==> config.mk <==
export PLATFORM = sky130hd
export DESIGN_NAME = command_datagram_parser_flat
export DESIGN_NICKNAME = d
export VERILOG_FILES = /design/src/rtl/cdp_pkg.sv /design/src/rtl/cdp_in_if.sv /design/src/rtl/cdp_out_if.sv /design/src/rtl/cdp_frame.sv /design/src/rtl/command_datagram_parser.sv /design/src/flat_wrapper.sv
export SDC_FILE = /design/constraint.sdc
export NUM_CORES = 1
export LEC_CHECK = 0
export BUFFER_PORTS_ARGS = -buffer_cell sky130_fd_sc_hd__buf_2
export CAP_MARGIN = 15
export CORE_MARGIN = 2
export CORE_UTILIZATION = 62
export DETAILED_ROUTE_END_ITERATION = 8
export PLACE_DENSITY = 0.84
export SYNTH_ARGS = -nofsm -noshare
export SYNTH_HDL_FRONTEND = slang
export SYNTH_SLANG_ARGS = --single-unit
==> constraint.sdc <==
create_clock -name clk -period 9.3 [get_ports clk]
set_input_delay 0 -clock clk [delete_from_list [all_inputs] [get_ports clk]]
set_output_delay 0 -clock clk [all_outputs]
set_load 0.02 [all_outputs]
==> src/rtl/cdp_pkg.sv <==
// ---------------------------------------------------------------------------
// cdp_pkg
// Types, constants and helper functions for the command datagram parser.
// ---------------------------------------------------------------------------
`default_nettype none

package cdp_pkg;

    localparam int IDX_W = 5;

    localparam logic [IDX_W-1:0] INDEX_MAX    = 5'd31;
    localparam logic [IDX_W-1:0] CRC_SPAN     = 5'd16;
    localparam logic [IDX_W-1:0] POS_MAGIC    = 5'd0;
    localparam logic [IDX_W-1:0] POS_TYPE     = 5'd1;
    localparam logic [IDX_W-1:0] POS_SEQ      = 5'd2;
    localparam logic [IDX_W-1:0] POS_FLAGS    = 5'd3;
    localparam logic [IDX_W-1:0] POS_BODY_LO  = 5'd4;
    localparam logic [IDX_W-1:0] POS_BODY_HI  = 5'd12;
    localparam logic [IDX_W-1:0] POS_CRC      = 5'd16;

    localparam logic [7:0] MAGIC_VALUE = 8'hA5;
    localparam logic [7:0] CRC_POLY    = 8'h07;

    localparam logic [7:0] TYPE_PAD_A    = 8'h01;
    localparam logic [7:0] TYPE_PAD_B    = 8'h02;
    localparam logic [7:0] TYPE_HELLO    = 8'h03;
    localparam logic [7:0] TYPE_LOG      = 8'h05;
    localparam logic [7:0] TYPE_USBDIAG  = 8'h06;
    localparam logic [7:0] TYPE_REBOOT   = 8'h07;
    localparam logic [7:0] TYPE_KEY_A    = 8'h08;
    localparam logic [7:0] TYPE_KEY_B    = 8'h09;
    localparam logic [7:0] TYPE_PERSONA  = 8'h0A;
    localparam logic [7:0] TYPE_FW_INFO  = 8'h0B;

    localparam logic [3:0] ACT_BAD_LENGTH  = 4'd0;
    localparam logic [3:0] ACT_BAD_MAGIC   = 4'd1;
    localparam logic [3:0] ACT_BAD_CRC     = 4'd2;
    localparam logic [3:0] ACT_UNKNOWN     = 4'd3;
    localparam logic [3:0] ACT_DISCOVER    = 4'd4;
    localparam logic [3:0] ACT_LOG         = 4'd5;
    localparam logic [3:0] ACT_USBDIAG     = 4'd6;
    localparam logic [3:0] ACT_VERSION     = 4'd7;
    localparam logic [3:0] ACT_REBOOT      = 4'd8;
    localparam logic [3:0] ACT_PERSONA     = 4'd9;
    localparam logic [3:0] ACT_PAD         = 4'd10;
    localparam logic [3:0] ACT_KEY         = 4'd11;

    typedef struct packed {
        logic [7:0]  data_byte;
        logic        last_byte;
        logic [31:0] source_address;
        logic [15:0] source_port;
    } in_beat_t;

    typedef struct packed {
        logic [3:0]  action;
        logic [7:0]  sequence_res;
        logic [7:0]  frame_flags;
        logic [63:0] body_low;
        logic [31:0] body_high;
        logic        peer_changed;
        logic        session_connected;
        logic [31:0] received_total;
    } result_t;

    function automatic logic [7:0] crc8_update(input logic [7:0] crc, input logic [7:0] b);
        logic [7:0] c;
        c = crc ^ b;
        for (int k = 0; k < 8; k++) begin
            c = c[7] ? ({c[6:0], 1'b0} ^ CRC_POLY) : {c[6:0], 1'b0};
        end
        return c;
    endfunction

    function automatic logic [3:0] classify(input logic [7:0] t);
        logic [3:0] a;
        unique case (t)
            TYPE_PAD_A, TYPE_PAD_B: a = ACT_PAD;
            TYPE_HELLO:             a = ACT_DISCOVER;
            TYPE_LOG:               a = ACT_LOG;
            TYPE_USBDIAG:           a = ACT_USBDIAG;
            TYPE_REBOOT:            a = ACT_REBOOT;
            TYPE_KEY_A, TYPE_KEY_B: a = ACT_KEY;
            TYPE_PERSONA:           a = ACT_PERSONA;
            TYPE_FW_INFO:           a = ACT_VERSION;
            default:                a = ACT_UNKNOWN;
        endcase
        return a;
    endfunction

endpackage

`default_nettype wire

==> src/rtl/cdp_in_if.sv <==
// ---------------------------------------------------------------------------
// cdp_in_if
// Valid/ready channel that carries one datagram byte and its sender.
// ---------------------------------------------------------------------------
`default_nettype none

interface cdp_in_if;
    logic        valid;
    logic        ready;
    logic [7:0]  data_byte;
    logic        last_byte;
    logic [31:0] source_address;
    logic [15:0] source_port;

    modport source (
        output valid, data_byte, last_byte, source_address, source_port,
        input  ready
    );

    modport sink (
        input  valid, data_byte, last_byte, source_address, source_port,
        output ready
    );
endinterface

`default_nettype wire

==> src/rtl/cdp_out_if.sv <==
// ---------------------------------------------------------------------------
// cdp_out_if
// Valid/ready channel that carries one parsed datagram result.
// ---------------------------------------------------------------------------
`default_nettype none

interface cdp_out_if;
    logic        valid;
    logic        ready;
    logic [3:0]  action;
    logic [7:0]  sequence_res;
    logic [7:0]  frame_flags;
    logic [63:0] body_low;
    logic [31:0] body_high;
    logic        peer_changed;
    logic        session_connected;
    logic [31:0] received_total;

    modport source (
        output valid, action, sequence_res, frame_flags, body_low, body_high,
               peer_changed, session_connected, received_total,
        input  ready
    );

    modport sink (
        input  valid, action, sequence_res, frame_flags, body_low, body_high,
               peer_changed, session_connected, received_total,
        output ready
    );
endinterface

`default_nettype wire

==> src/rtl/cdp_frame.sv <==
// ---------------------------------------------------------------------------
// cdp_frame
// Per-datagram capture, CRC-8 accumulation, checks and peer tracking.
// ---------------------------------------------------------------------------
`default_nettype none

module cdp_frame (
    input  wire logic              clk,
    input  wire logic              rst_n,
    input  wire logic              step,
    input  cdp_pkg::in_beat_t      beat,
    output cdp_pkg::result_t       res
);
    import cdp_pkg::*;

    logic [IDX_W-1:0] idx_reg,   idx_next;
    logic [7:0]       crc_reg,   crc_next;
    logic [7:0]       magic_reg, magic_next;
    logic [7:0]       type_reg,  type_next;
    logic [7:0]       seq_reg,   seq_next;
    logic [7:0]       flags_reg, flags_next;
    logic [63:0]      body_lo_reg, body_lo_next;
    logic [31:0]      body_hi_reg, body_hi_next;
    logic             peer_valid_reg, peer_valid_next;
    logic [31:0]      remote_ip_reg, remote_ip_next;
    logic [15:0]      remote_udp_reg, remote_udp_next;
    logic [31:0]      count_reg, count_next;

    logic [3:0]  action;
    logic        good;
    logic        pad_or_key;
    logic        changed;
    logic [31:0] count_inc;

    assign count_inc = count_reg + 32'd1;

    always_comb
    begin
        good = 1'b0;
        priority if (idx_reg != POS_CRC)
        begin
            action = ACT_BAD_LENGTH;
        end
        else if (magic_reg != MAGIC_VALUE)
        begin
            action = ACT_BAD_MAGIC;
        end
        else if (crc_reg != beat.data_byte)
        begin
            action = ACT_BAD_CRC;
        end
        else
        begin
            action = classify(type_reg);
            good   = 1'b1;
        end

        pad_or_key = good && (action == ACT_PAD || action == ACT_KEY);
        changed    = pad_or_key && (!peer_valid_reg
                                    || remote_ip_reg != beat.source_address
                                    || remote_udp_reg != beat.source_port);

        res.action            = action;
        res.sequence_res      = good ? seq_reg     : 8'd0;
        res.frame_flags       = good ? flags_reg   : 8'd0;
        res.body_low          = good ? body_lo_reg : 64'd0;
        res.body_high         = good ? body_hi_reg : 32'd0;
        res.peer_changed      = changed;
        res.session_connected = pad_or_key & flags_reg[0];
        res.received_total    = count_inc;
    end

    always_comb
    begin
        idx_next        = idx_reg;
        crc_next        = crc_reg;
        magic_next      = magic_reg;
        type_next       = type_reg;
        seq_next        = seq_reg;
        flags_next      = flags_reg;
        body_lo_next    = body_lo_reg;
        body_hi_next    = body_hi_reg;
        peer_valid_next = peer_valid_reg;
        remote_ip_next  = remote_ip_reg;
        remote_udp_next = remote_udp_reg;
        count_next      = count_reg;

        if (step)
        begin
            if (beat.last_byte)
            begin
                idx_next     = '0;
                crc_next     = '0;
                magic_next   = '0;
                type_next    = '0;
                seq_next     = '0;
                flags_next   = '0;
                body_lo_next = '0;
                body_hi_next = '0;
                count_next   = count_inc;
                if (changed)
                begin
                    peer_valid_next = 1'b1;
                    remote_ip_next  = beat.source_address;
                    remote_udp_next = beat.source_port;
                end
            end
            else
            begin
                if (idx_reg == POS_MAGIC)
                begin
                    magic_next = beat.data_byte;
                end
                if (idx_reg == POS_TYPE)
                begin
                    type_next = beat.data_byte;
                end
                if (idx_reg == POS_SEQ)
                begin
                    seq_next = beat.data_byte;
                end
                if (idx_reg == POS_FLAGS)
                begin
                    flags_next = beat.data_byte;
                end
                for (int k = 0; k < 8; k++)
                begin
                    if (idx_reg == POS_BODY_LO + IDX_W'(k))
                    begin
                        body_lo_next[k*8 +: 8] = beat.data_byte;
                    end
                end
                for (int k = 0; k < 4; k++)
                begin
                    if (idx_reg == POS_BODY_HI + IDX_W'(k))
                    begin
                        body_hi_next[k*8 +: 8] = beat.data_byte;
                    end
                end
                if (idx_reg < CRC_SPAN)
                begin
                    crc_next = crc8_update(crc_reg, beat.data_byte);
                end
                if (idx_reg != INDEX_MAX)
                begin
                    idx_next = idx_reg + IDX_W'(1);
                end
            end
        end
    end

    always_ff @(posedge clk or negedge rst_n)
    begin
        if (!rst_n)
        begin
            idx_reg        <= '0;
            crc_reg        <= '0;
            magic_reg      <= '0;
            type_reg       <= '0;
            seq_reg        <= '0;
            flags_reg      <= '0;
            body_lo_reg    <= '0;
            body_hi_reg    <= '0;
            peer_valid_reg <= 1'b0;
            remote_ip_reg  <= '0;
            remote_udp_reg <= '0;
            count_reg      <= '0;
        end
        else
        begin
            idx_reg        <= idx_next;
            crc_reg        <= crc_next;
            magic_reg      <= magic_next;
            type_reg       <= type_next;
            seq_reg        <= seq_next;
            flags_reg      <= flags_next;
            body_lo_reg    <= body_lo_next;
            body_hi_reg    <= body_hi_next;
            peer_valid_reg <= peer_valid_next;
            remote_ip_reg  <= remote_ip_next;
            remote_udp_reg <= remote_udp_next;
            count_reg      <= count_next;
        end
    end

endmodule

`default_nettype wire

==> src/rtl/command_datagram_parser.sv <==
// ---------------------------------------------------------------------------
// command_datagram_parser
// Parses fixed 17-byte command datagrams, checks length, magic and CRC-8,
// classifies the command and tracks the session peer.
// ---------------------------------------------------------------------------
//  Channel   Dir  Beat contents
//  in_ch     in   data_byte, last_byte, source_address, source_port
//  out_ch    out  action, sequence_res, frame_flags, body_low, body_high,
//                 peer_changed, session_connected, received_total
//
//  One beat is accepted per cycle unless a final byte waits in the input
//  register; a beat's result, if any, goes from there to the output
//  register, with the CRC-8 update and checks as one pass between them.
//  A non-final byte advances even while a result waits; a final byte waits
//  only while the output register is full and not being read.
//  Reset clears the frame state, the peer and the datagram count.
// ---------------------------------------------------------------------------
`default_nettype none

module command_datagram_parser (
    input  wire logic clk,
    input  wire logic rst_n,
    cdp_in_if.sink    in_ch,
    cdp_out_if.source out_ch
);
    import cdp_pkg::*;

    logic      in_valid_reg;
    in_beat_t  in_beat_reg;
    logic      out_valid_reg;
    result_t   out_res_reg;
    result_t   res;
    logic      advance;
    logic      accept;

    assign advance = in_valid_reg
                     && (!in_beat_reg.last_byte || !out_valid_reg || out_ch.ready);
    assign in_ch.ready = !in_valid_reg || advance;
    assign accept      = in_ch.valid && in_ch.ready;

    cdp_frame u_frame (
        .clk   (clk),
        .rst_n (rst_n),
        .step  (advance),
        .beat  (in_beat_reg),
        .res   (res)
    );

    always_ff @(posedge clk or negedge rst_n)
    begin
        if (!rst_n)
        begin
            in_valid_reg  <= 1'b0;
            out_valid_reg <= 1'b0;
        end
        else
        begin
            if (accept)
            begin
                in_valid_reg <= 1'b1;
            end
            else if (advance)
            begin
                in_valid_reg <= 1'b0;
            end

            if (advance && in_beat_reg.last_byte)
            begin
                out_valid_reg <= 1'b1;
            end
            else if (out_ch.ready)
            begin
                out_valid_reg <= 1'b0;
            end
        end
    end

    always_ff @(posedge clk)
    begin
        if (accept)
        begin
            in_beat_reg.data_byte      <= in_ch.data_byte;
            in_beat_reg.last_byte      <= in_ch.last_byte;
            in_beat_reg.source_address <= in_ch.source_address;
            in_beat_reg.source_port    <= in_ch.source_port;
        end
        if (advance && in_beat_reg.last_byte)
        begin
            out_res_reg <= res;
        end
    end

    assign out_ch.valid             = out_valid_reg;
    assign out_ch.action            = out_res_reg.action;
    assign out_ch.sequence_res      = out_res_reg.sequence_res;
    assign out_ch.frame_flags       = out_res_reg.frame_flags;
    assign out_ch.body_low          = out_res_reg.body_low;
    assign out_ch.body_high         = out_res_reg.body_high;
    assign out_ch.peer_changed      = out_res_reg.peer_changed;
    assign out_ch.session_connected = out_res_reg.session_connected;
    assign out_ch.received_total    = out_res_reg.received_total;

endmodule

`default_nettype wire

==> src/flat_wrapper.sv <==
// flat-port wrapper written by rule: the top's interface ports become plain ports
module command_datagram_parser_flat import cdp_pkg::*;
  (clk, rst_n, in_ch_valid, in_ch_data_byte, in_ch_last_byte, in_ch_source_address, in_ch_source_port, in_ch_ready, out_ch_valid, out_ch_action, out_ch_sequence_res, out_ch_frame_flags, out_ch_body_low, out_ch_body_high, out_ch_peer_changed, out_ch_session_connected, out_ch_received_total, out_ch_ready);
  cdp_in_if in_ch_i ();
  cdp_out_if out_ch_i ();
  input  wire logic clk;
  input  wire logic rst_n;
  input wire logic [$bits(in_ch_i.valid)-1:0] in_ch_valid;
  input wire logic [$bits(in_ch_i.data_byte)-1:0] in_ch_data_byte;
  input wire logic [$bits(in_ch_i.last_byte)-1:0] in_ch_last_byte;
  input wire logic [$bits(in_ch_i.source_address)-1:0] in_ch_source_address;
  input wire logic [$bits(in_ch_i.source_port)-1:0] in_ch_source_port;
  output wire logic [$bits(in_ch_i.ready)-1:0] in_ch_ready;
  output wire logic [$bits(out_ch_i.valid)-1:0] out_ch_valid;
  output wire logic [$bits(out_ch_i.action)-1:0] out_ch_action;
  output wire logic [$bits(out_ch_i.sequence_res)-1:0] out_ch_sequence_res;
  output wire logic [$bits(out_ch_i.frame_flags)-1:0] out_ch_frame_flags;
  output wire logic [$bits(out_ch_i.body_low)-1:0] out_ch_body_low;
  output wire logic [$bits(out_ch_i.body_high)-1:0] out_ch_body_high;
  output wire logic [$bits(out_ch_i.peer_changed)-1:0] out_ch_peer_changed;
  output wire logic [$bits(out_ch_i.session_connected)-1:0] out_ch_session_connected;
  output wire logic [$bits(out_ch_i.received_total)-1:0] out_ch_received_total;
  input wire logic [$bits(out_ch_i.ready)-1:0] out_ch_ready;
  assign in_ch_i.valid = in_ch_valid;
  assign in_ch_i.data_byte = in_ch_data_byte;
  assign in_ch_i.last_byte = in_ch_last_byte;
  assign in_ch_i.source_address = in_ch_source_address;
  assign in_ch_i.source_port = in_ch_source_port;
  assign in_ch_ready = in_ch_i.ready;
  assign out_ch_valid = out_ch_i.valid;
  assign out_ch_action = out_ch_i.action;
  assign out_ch_sequence_res = out_ch_i.sequence_res;
  assign out_ch_frame_flags = out_ch_i.frame_flags;
  assign out_ch_body_low = out_ch_i.body_low;
  assign out_ch_body_high = out_ch_i.body_high;
  assign out_ch_peer_changed = out_ch_i.peer_changed;
  assign out_ch_session_connected = out_ch_i.session_connected;
  assign out_ch_received_total = out_ch_i.received_total;
  assign out_ch_i.ready = out_ch_ready;
  command_datagram_parser u_core (.clk(clk), .rst_n(rst_n), .in_ch(in_ch_i), .out_ch(out_ch_i));
endmodule
======== Yosys cells after proc, flatten, opt, wreduce, memory -nomap -nowiden ========
Memories as Yosys holds them, arrays and structs flattened.
Index checks and enable logic that the tools add are counted.
cells by class
  add/sub/neg operators ................... 2
  $mul .................................... 0
  div/mod/pow operators ................... 0
  magnitude comparators ................... 1
  eq/ne operators ......................... 23
  shift operators ......................... 0
  mux-type cells .......................... 45
  bitwise logic cells ..................... 10
  reduce and logical (&&, ||, !) cells .... 57
operators by type and width
  kind                                            number
  2-to-1 mux 8 bit                                22
  2-to-1 mux 64 bit                               1
  == test 5 x 4 -> 1 bit (second input constant)  8
  nonzero test 2 bit                              20
  AND reduction 2 bit                             19
  adder 32 x 1 -> 32 bit (second input constant)  1
  2-to-1 mux 32 bit                               1
  != test 32 bit                                  1
  2-to-1 mux 3 bit                                8
  NOT 3 bit                                       8
  == test 5 x 3 -> 1 bit (second input constant)  4
  2-to-1 mux 4 bit                                4
  != test 16 bit                                  1
  == test 5 x 2 -> 1 bit (second input constant)  2
  2-to-1 mux 5 bit                                2
  != test 5 bit (second input constant)           2
  == test 4 bit (second input constant)           2
  != test 8 bit                                   1
  != test 8 bit (second input constant)           1
  XOR 8 bit                                       1
  2-to-1 mux 1 bit                                7
  logical OR 1 bit                                6
  adder 5 x 1 -> 5 bit (second input constant)    1
  == test 5 x 1 -> 1 bit (second input constant)  1
  other kinds (7)                                 14
storage, ports and cells
  flip-flop bits (word level) ............. 431
  bits in latches ......................... 0
  RAM bits ................................ 0
  memory bits (read-only) ................. 64
  word-level logic and storage cells ...... 175
  memories ................................ 1
memories
  name              words  width  read ports  clocked after Yosys merged registers in  write ports  line           source
  (name not given)  16     4      1           0                                        0            cdp_pkg.sv:77  unique case (t)

======== Logic depth before layout (Yosys ltp) ========
  depth after elaboration ................. 19
  depth in mapped cells ................... 11
  gate-level depth less buffers ........... 8

======== By module ========
A second synthesis with hierarchy kept.
second synthesis, totals
  cell total of the unflattened synthesis .. 1316
  area, all modules ....................... 17435.5 µm²
by module, submodules not included
  module                   instances  cells an instance  area each (µm²)  sequential area each (µm²)
  cdp_frame                1          1099               11098.1          5555.3
  command_datagram_parser  1          217                6337.3           6266.0

======== Worst setup path before layout ========
OpenSTA, ideal clock, no wires.
  path type ............................... register to register
  start ................................... register u_core.out_valid_reg, in the netlist u_core.out_ch.valid
  end ..................................... register u_core.u_frame.count_reg[10]
  setup time .............................. 0.136 ns
  arrival time ............................ 6.143 ns
  data required time ...................... 9.164 ns
  setup slack ............................. 3.021 ns
  cell stages (with the launch flop) ...... 10
  buffers on the path ..................... 3
  clock period less this slack ............ 6.279 ns
  cells stage by stage .................... dfrtp_1 -> nand3b_1 -> and2_1 -> clkbuf_1 -> nand2_1 -> inv_1 -> buf_2 -> buf_1 -> nand2_1 -> xnor2_1
between the ends
  cells in the longest elaborated chain, start to end .. 5
RTL lines
  element                               line                           source
  start, declared                       command_datagram_parser.sv:30  logic out_valid_reg;
  start signal, assigned                command_datagram_parser.sv:54  out_valid_reg <= 1'b0;
  start signal, assigned                command_datagram_parser.sv:69  out_valid_reg <= 1'b1;
  start signal, assigned                command_datagram_parser.sv:73  out_valid_reg <= 1'b0;
  logical NOT 1 bit                     command_datagram_parser.sv:37  && (!in_beat_reg.last_byte || !out_valid_reg || out_ch.ready);
  logical OR 1 bit (2 in series)        command_datagram_parser.sv:37
  logical AND 1 bit                     command_datagram_parser.sv:37
  AND reduction 2 bit (no source line)  -
  end signal, assigned                  cdp_frame.sv:182               count_reg <= count_next;
  end, declared                         cdp_frame.sv:27                logic [31:0] count_reg, count_next;
Every way passes these cells.
A chain may end at the register's enable or synchronous reset.

======== Worst setup path in the final report ========
  start ................................... register u_core.in_beat_reg[48] in the netlist's numbering
  end ..................................... register u_core.u_frame.count_reg[25]
between the ends
  cells in the longest elaborated chain, start to end .. 5
RTL lines
  element                                   line                           source
  start, declared                           command_datagram_parser.sv:29  in_beat_t in_beat_reg;
  logical NOT 1 bit                         command_datagram_parser.sv:37
  logical OR 1 bit (2 in series)            command_datagram_parser.sv:37
  logical AND 1 bit                         command_datagram_parser.sv:37
  AND reduction 2 bit (no source line) (*)  -
Mark *: on every way between the ends. The rest lies on a longest branch, timed or not.

==> results.tsv <==
metric	value	unit
nets	1657	
place_congestion	0.878	
arrival	4190	ps
p_seq_share	50.0	%
finClkSkew	18.9	ps
finalWirelength	37300	um
syn-instance-count	1330	
worst-slew-pin-transition	1040	ps
intPower	3.37	mW
clock_power_share	39.4	%
fin_crit_sh	40.7	%
rows	61	
synth_area_leaders	edfxtp_1, dfrtp_1, and2_1	
place_inst	1856	
power_switching	1.08	mW
ys_seq_area_share	67.9	%
final_cells	1996	
slew_violations	0	
grt_pass1_wl	58200	um
syn_area	17400	um2
first_global_vias	11200	
setup.worst_path.start_class	register	
multi_input_area	5240	um2
synth-main-ff-cell	dfrtp_1	
worstHoldPathType	input pin to async pin	
postCtsResizedCells	0	
drive_gt1_share	21.4	%
die_h	172	um
drc	0	
first_pass_iters	5	
irDropWorstVdd	0.234	mV
antenna_found_initial	0	
synth_top_area_share	35.7	%
fmax	0.264	GHz
final_area	20800	um2
avgRoutedWirePerCell	18.7	um
clk_path_buf_depth	3	
seqCellArea	11800	um2
port-buffer-count	212	
die_w	172	um
place_area	18700	um2
synth-edff-count	207	
first_iter_violations	995	
num_io_pins	213	
yosysMostFrequentCell	dfrtp_1	
root_buffer	clkbuf_16	
yosys_warnings	0	
clk_pin_slew	60	ps
setup_tns	0	ps
finalCriticalPeriod	3790	ps
p_leak	9.02	nW
clock-sinks	431	
outcome	finished clean	
post_cts_buffers	0	
via_per_inst	5.60	
dr_total_vias	11200	
die_area	29400	um2
synth_commonest_cells	dfrtp_1, edfxtp_1, o21ai_0	
synth_cell_type_count	57	
diodes	0	
syn-num-nets	1404	
hold_viol_final	0	
worst-setup-path-type	register to register	
clkLatencyLatePin	540	ps
grt-ovfl-total	0	
synth_async_sr_flop_share	52.0	%
areaGrowthSynthToFinish	19.4	%
end_kind	register	
place_hpwl	21500	um
path_max_fanout	112	
ys_seq_elements	431	
required	9710	ps
ant_nets	0	
nFillCells	1676	
grt_max_degree	113	
core_area	27700	um2
p_sw_share	24.3	%
power_frac_comb	10.6	%
rsz0062_at_grt	no	
numCtsBuffers	43	
initial_core_util	62.9	%
p_per_area	214	nW/um2
cap_violations	0	
synth.avg_cell_area	13.1	um2
tritoncts	yes	
slew_headroom	30.5	%
setup_viol	0	
grt_usage	25.6	%
cts.htree.levels	2	
synth_top_area_cell	edfxtp_1	
## kinds of logic (layout without fill, tap and decap cells)
group / after synthesis / count (layout) / synth area share (%)
AO/OA/AOI/OAI: 176 / 176 / 5.41
adder cells (fa/ha/maj): 13 / 13 / 0.934
AND/OR/NAND/NOR: 445 / 445 / 13.8
XOR/XNOR: 121 / 121 / 6.29
multiplexers: 52 / 52 / 3.50
buffers and inverters: 92 / 380 / 2.16
flip-flops: 431 / 431 / 67.9
## area by class of cell
cell class | count | share of cell area [%]
clock buffer | 57 | 5.72
clock inverter | 23 | 1.22
inverter | 20 | 0.385
multi-input combinational | 807 | 25.2
sequential | 431 | 56.9
tap | 378 | 2.28
timing repair buffer | 280 | 8.33
## worst max-delay path, cell delays in order (launching register included)
cell and delay (ps):
edfxtp_1 350, buf_4 230, nand3b_1 170, and2_1 350
nand2_4 450, inv_6 840, buf_4 710, nand4_1 190
xnor2_1 160
## cell usage in the layout (no fill, tap or decap), types with 19 or more instances in the layout
cell type	synthesis	routed
and2_1	115	114
buf_2	1	211
clkbuf_16	0	44
dfrtp_1	224	224
dlygate4sd3_1	0	60
edfxtp_1	207	207
inv_1	20	19
mux2_2	39	39
nand2_1	67	66
nand3_1	132	132
nand4_1	20	20
nor2_1	36	36
o21ai_0	142	142
xnor2_1	69	69
xor2_1	49	49
## power by group through the flow
| stage | Sequential (mW) | Combinational [mW] | Clock [mW] |
|---|---|---|---|
| floorplan | 2.27 | 0.300 | 0 |
| global placement | 2.25 | 0.433 | 0 |
| detailed placement | 2.25 | 0.450 | 0 |
| CTS | 2.22 | 0.472 | 1.76 |
| global route | 2.24 | 0.528 | 1.85 |
| finish | 2.22 | 0.471 | 1.75 |
## routing by layer
layer	GRT usage, %	vias to the layer above	wire length [um]
met4	9.36	0	1030
li1	-	5192	-
met2	44.1	408	19100
met5	0	-	0
met1	32.7	5495	15000
met3	4.56	82	2230
## worst paths after layout
check / start / to / slack [ps] / cells past startpoint
worst min-delay path: rst_n / u_core.u_frame.count_reg[0]$_DFFE_PN0P_ / 60 / 2
worst min register to register: u_core.u_frame.magic_reg[6]$_DFFE_PN0P_ / u_core.u_frame.magic_reg[6]$_DFFE_PN0P_ / 480 / 2
max in group asynchronous: rst_n / u_core.u_frame.remote_udp_reg[14]$_DFFE_PN0P_ / 7850 / 3
worst max-delay path: u_core.in_beat_reg[48]$_DFFE_PP_ / u_core.u_frame.count_reg[25]$_DFFE_PN0P_ / 5510 / 8
worst max register to register: u_core.in_beat_reg[48]$_DFFE_PP_ / u_core.u_frame.count_reg[25]$_DFFE_PN0P_ / 5510 / 8
min in group clk: in_ch_source_port[3] / u_core.in_beat_reg[3]$_DFFE_PP_ / 160 / 2
## stage by stage
stage / hold slack, ps / worst slack [ps] / utilization (%) / power (mW)
2_1_floorplan: -296 / 3020 / - / 2.57
3_3_place_gp: 50.9 / 5740 / 67.7 / 2.68
3_5_place_dp: 58.2 / 5630 / 67.7 / 2.70
4_1_cts: 90.0 / 5610 / 75.0 / 4.45
5_1_grt: 134 / 5250 / 75.0 / 4.61
6_report: 60.0 / 5510 / 75.0 / 4.45
## what timing repair did
| item | 4_1_cts | 5_1_grt |
|---|---|---|
| setup endpoints to repair | 0 | 0 |
| hold buffers | 60 | 0 |
| hold endpoints to repair | 147 | 0 |
Note: power is estimated with default switching activity, not from simulation.
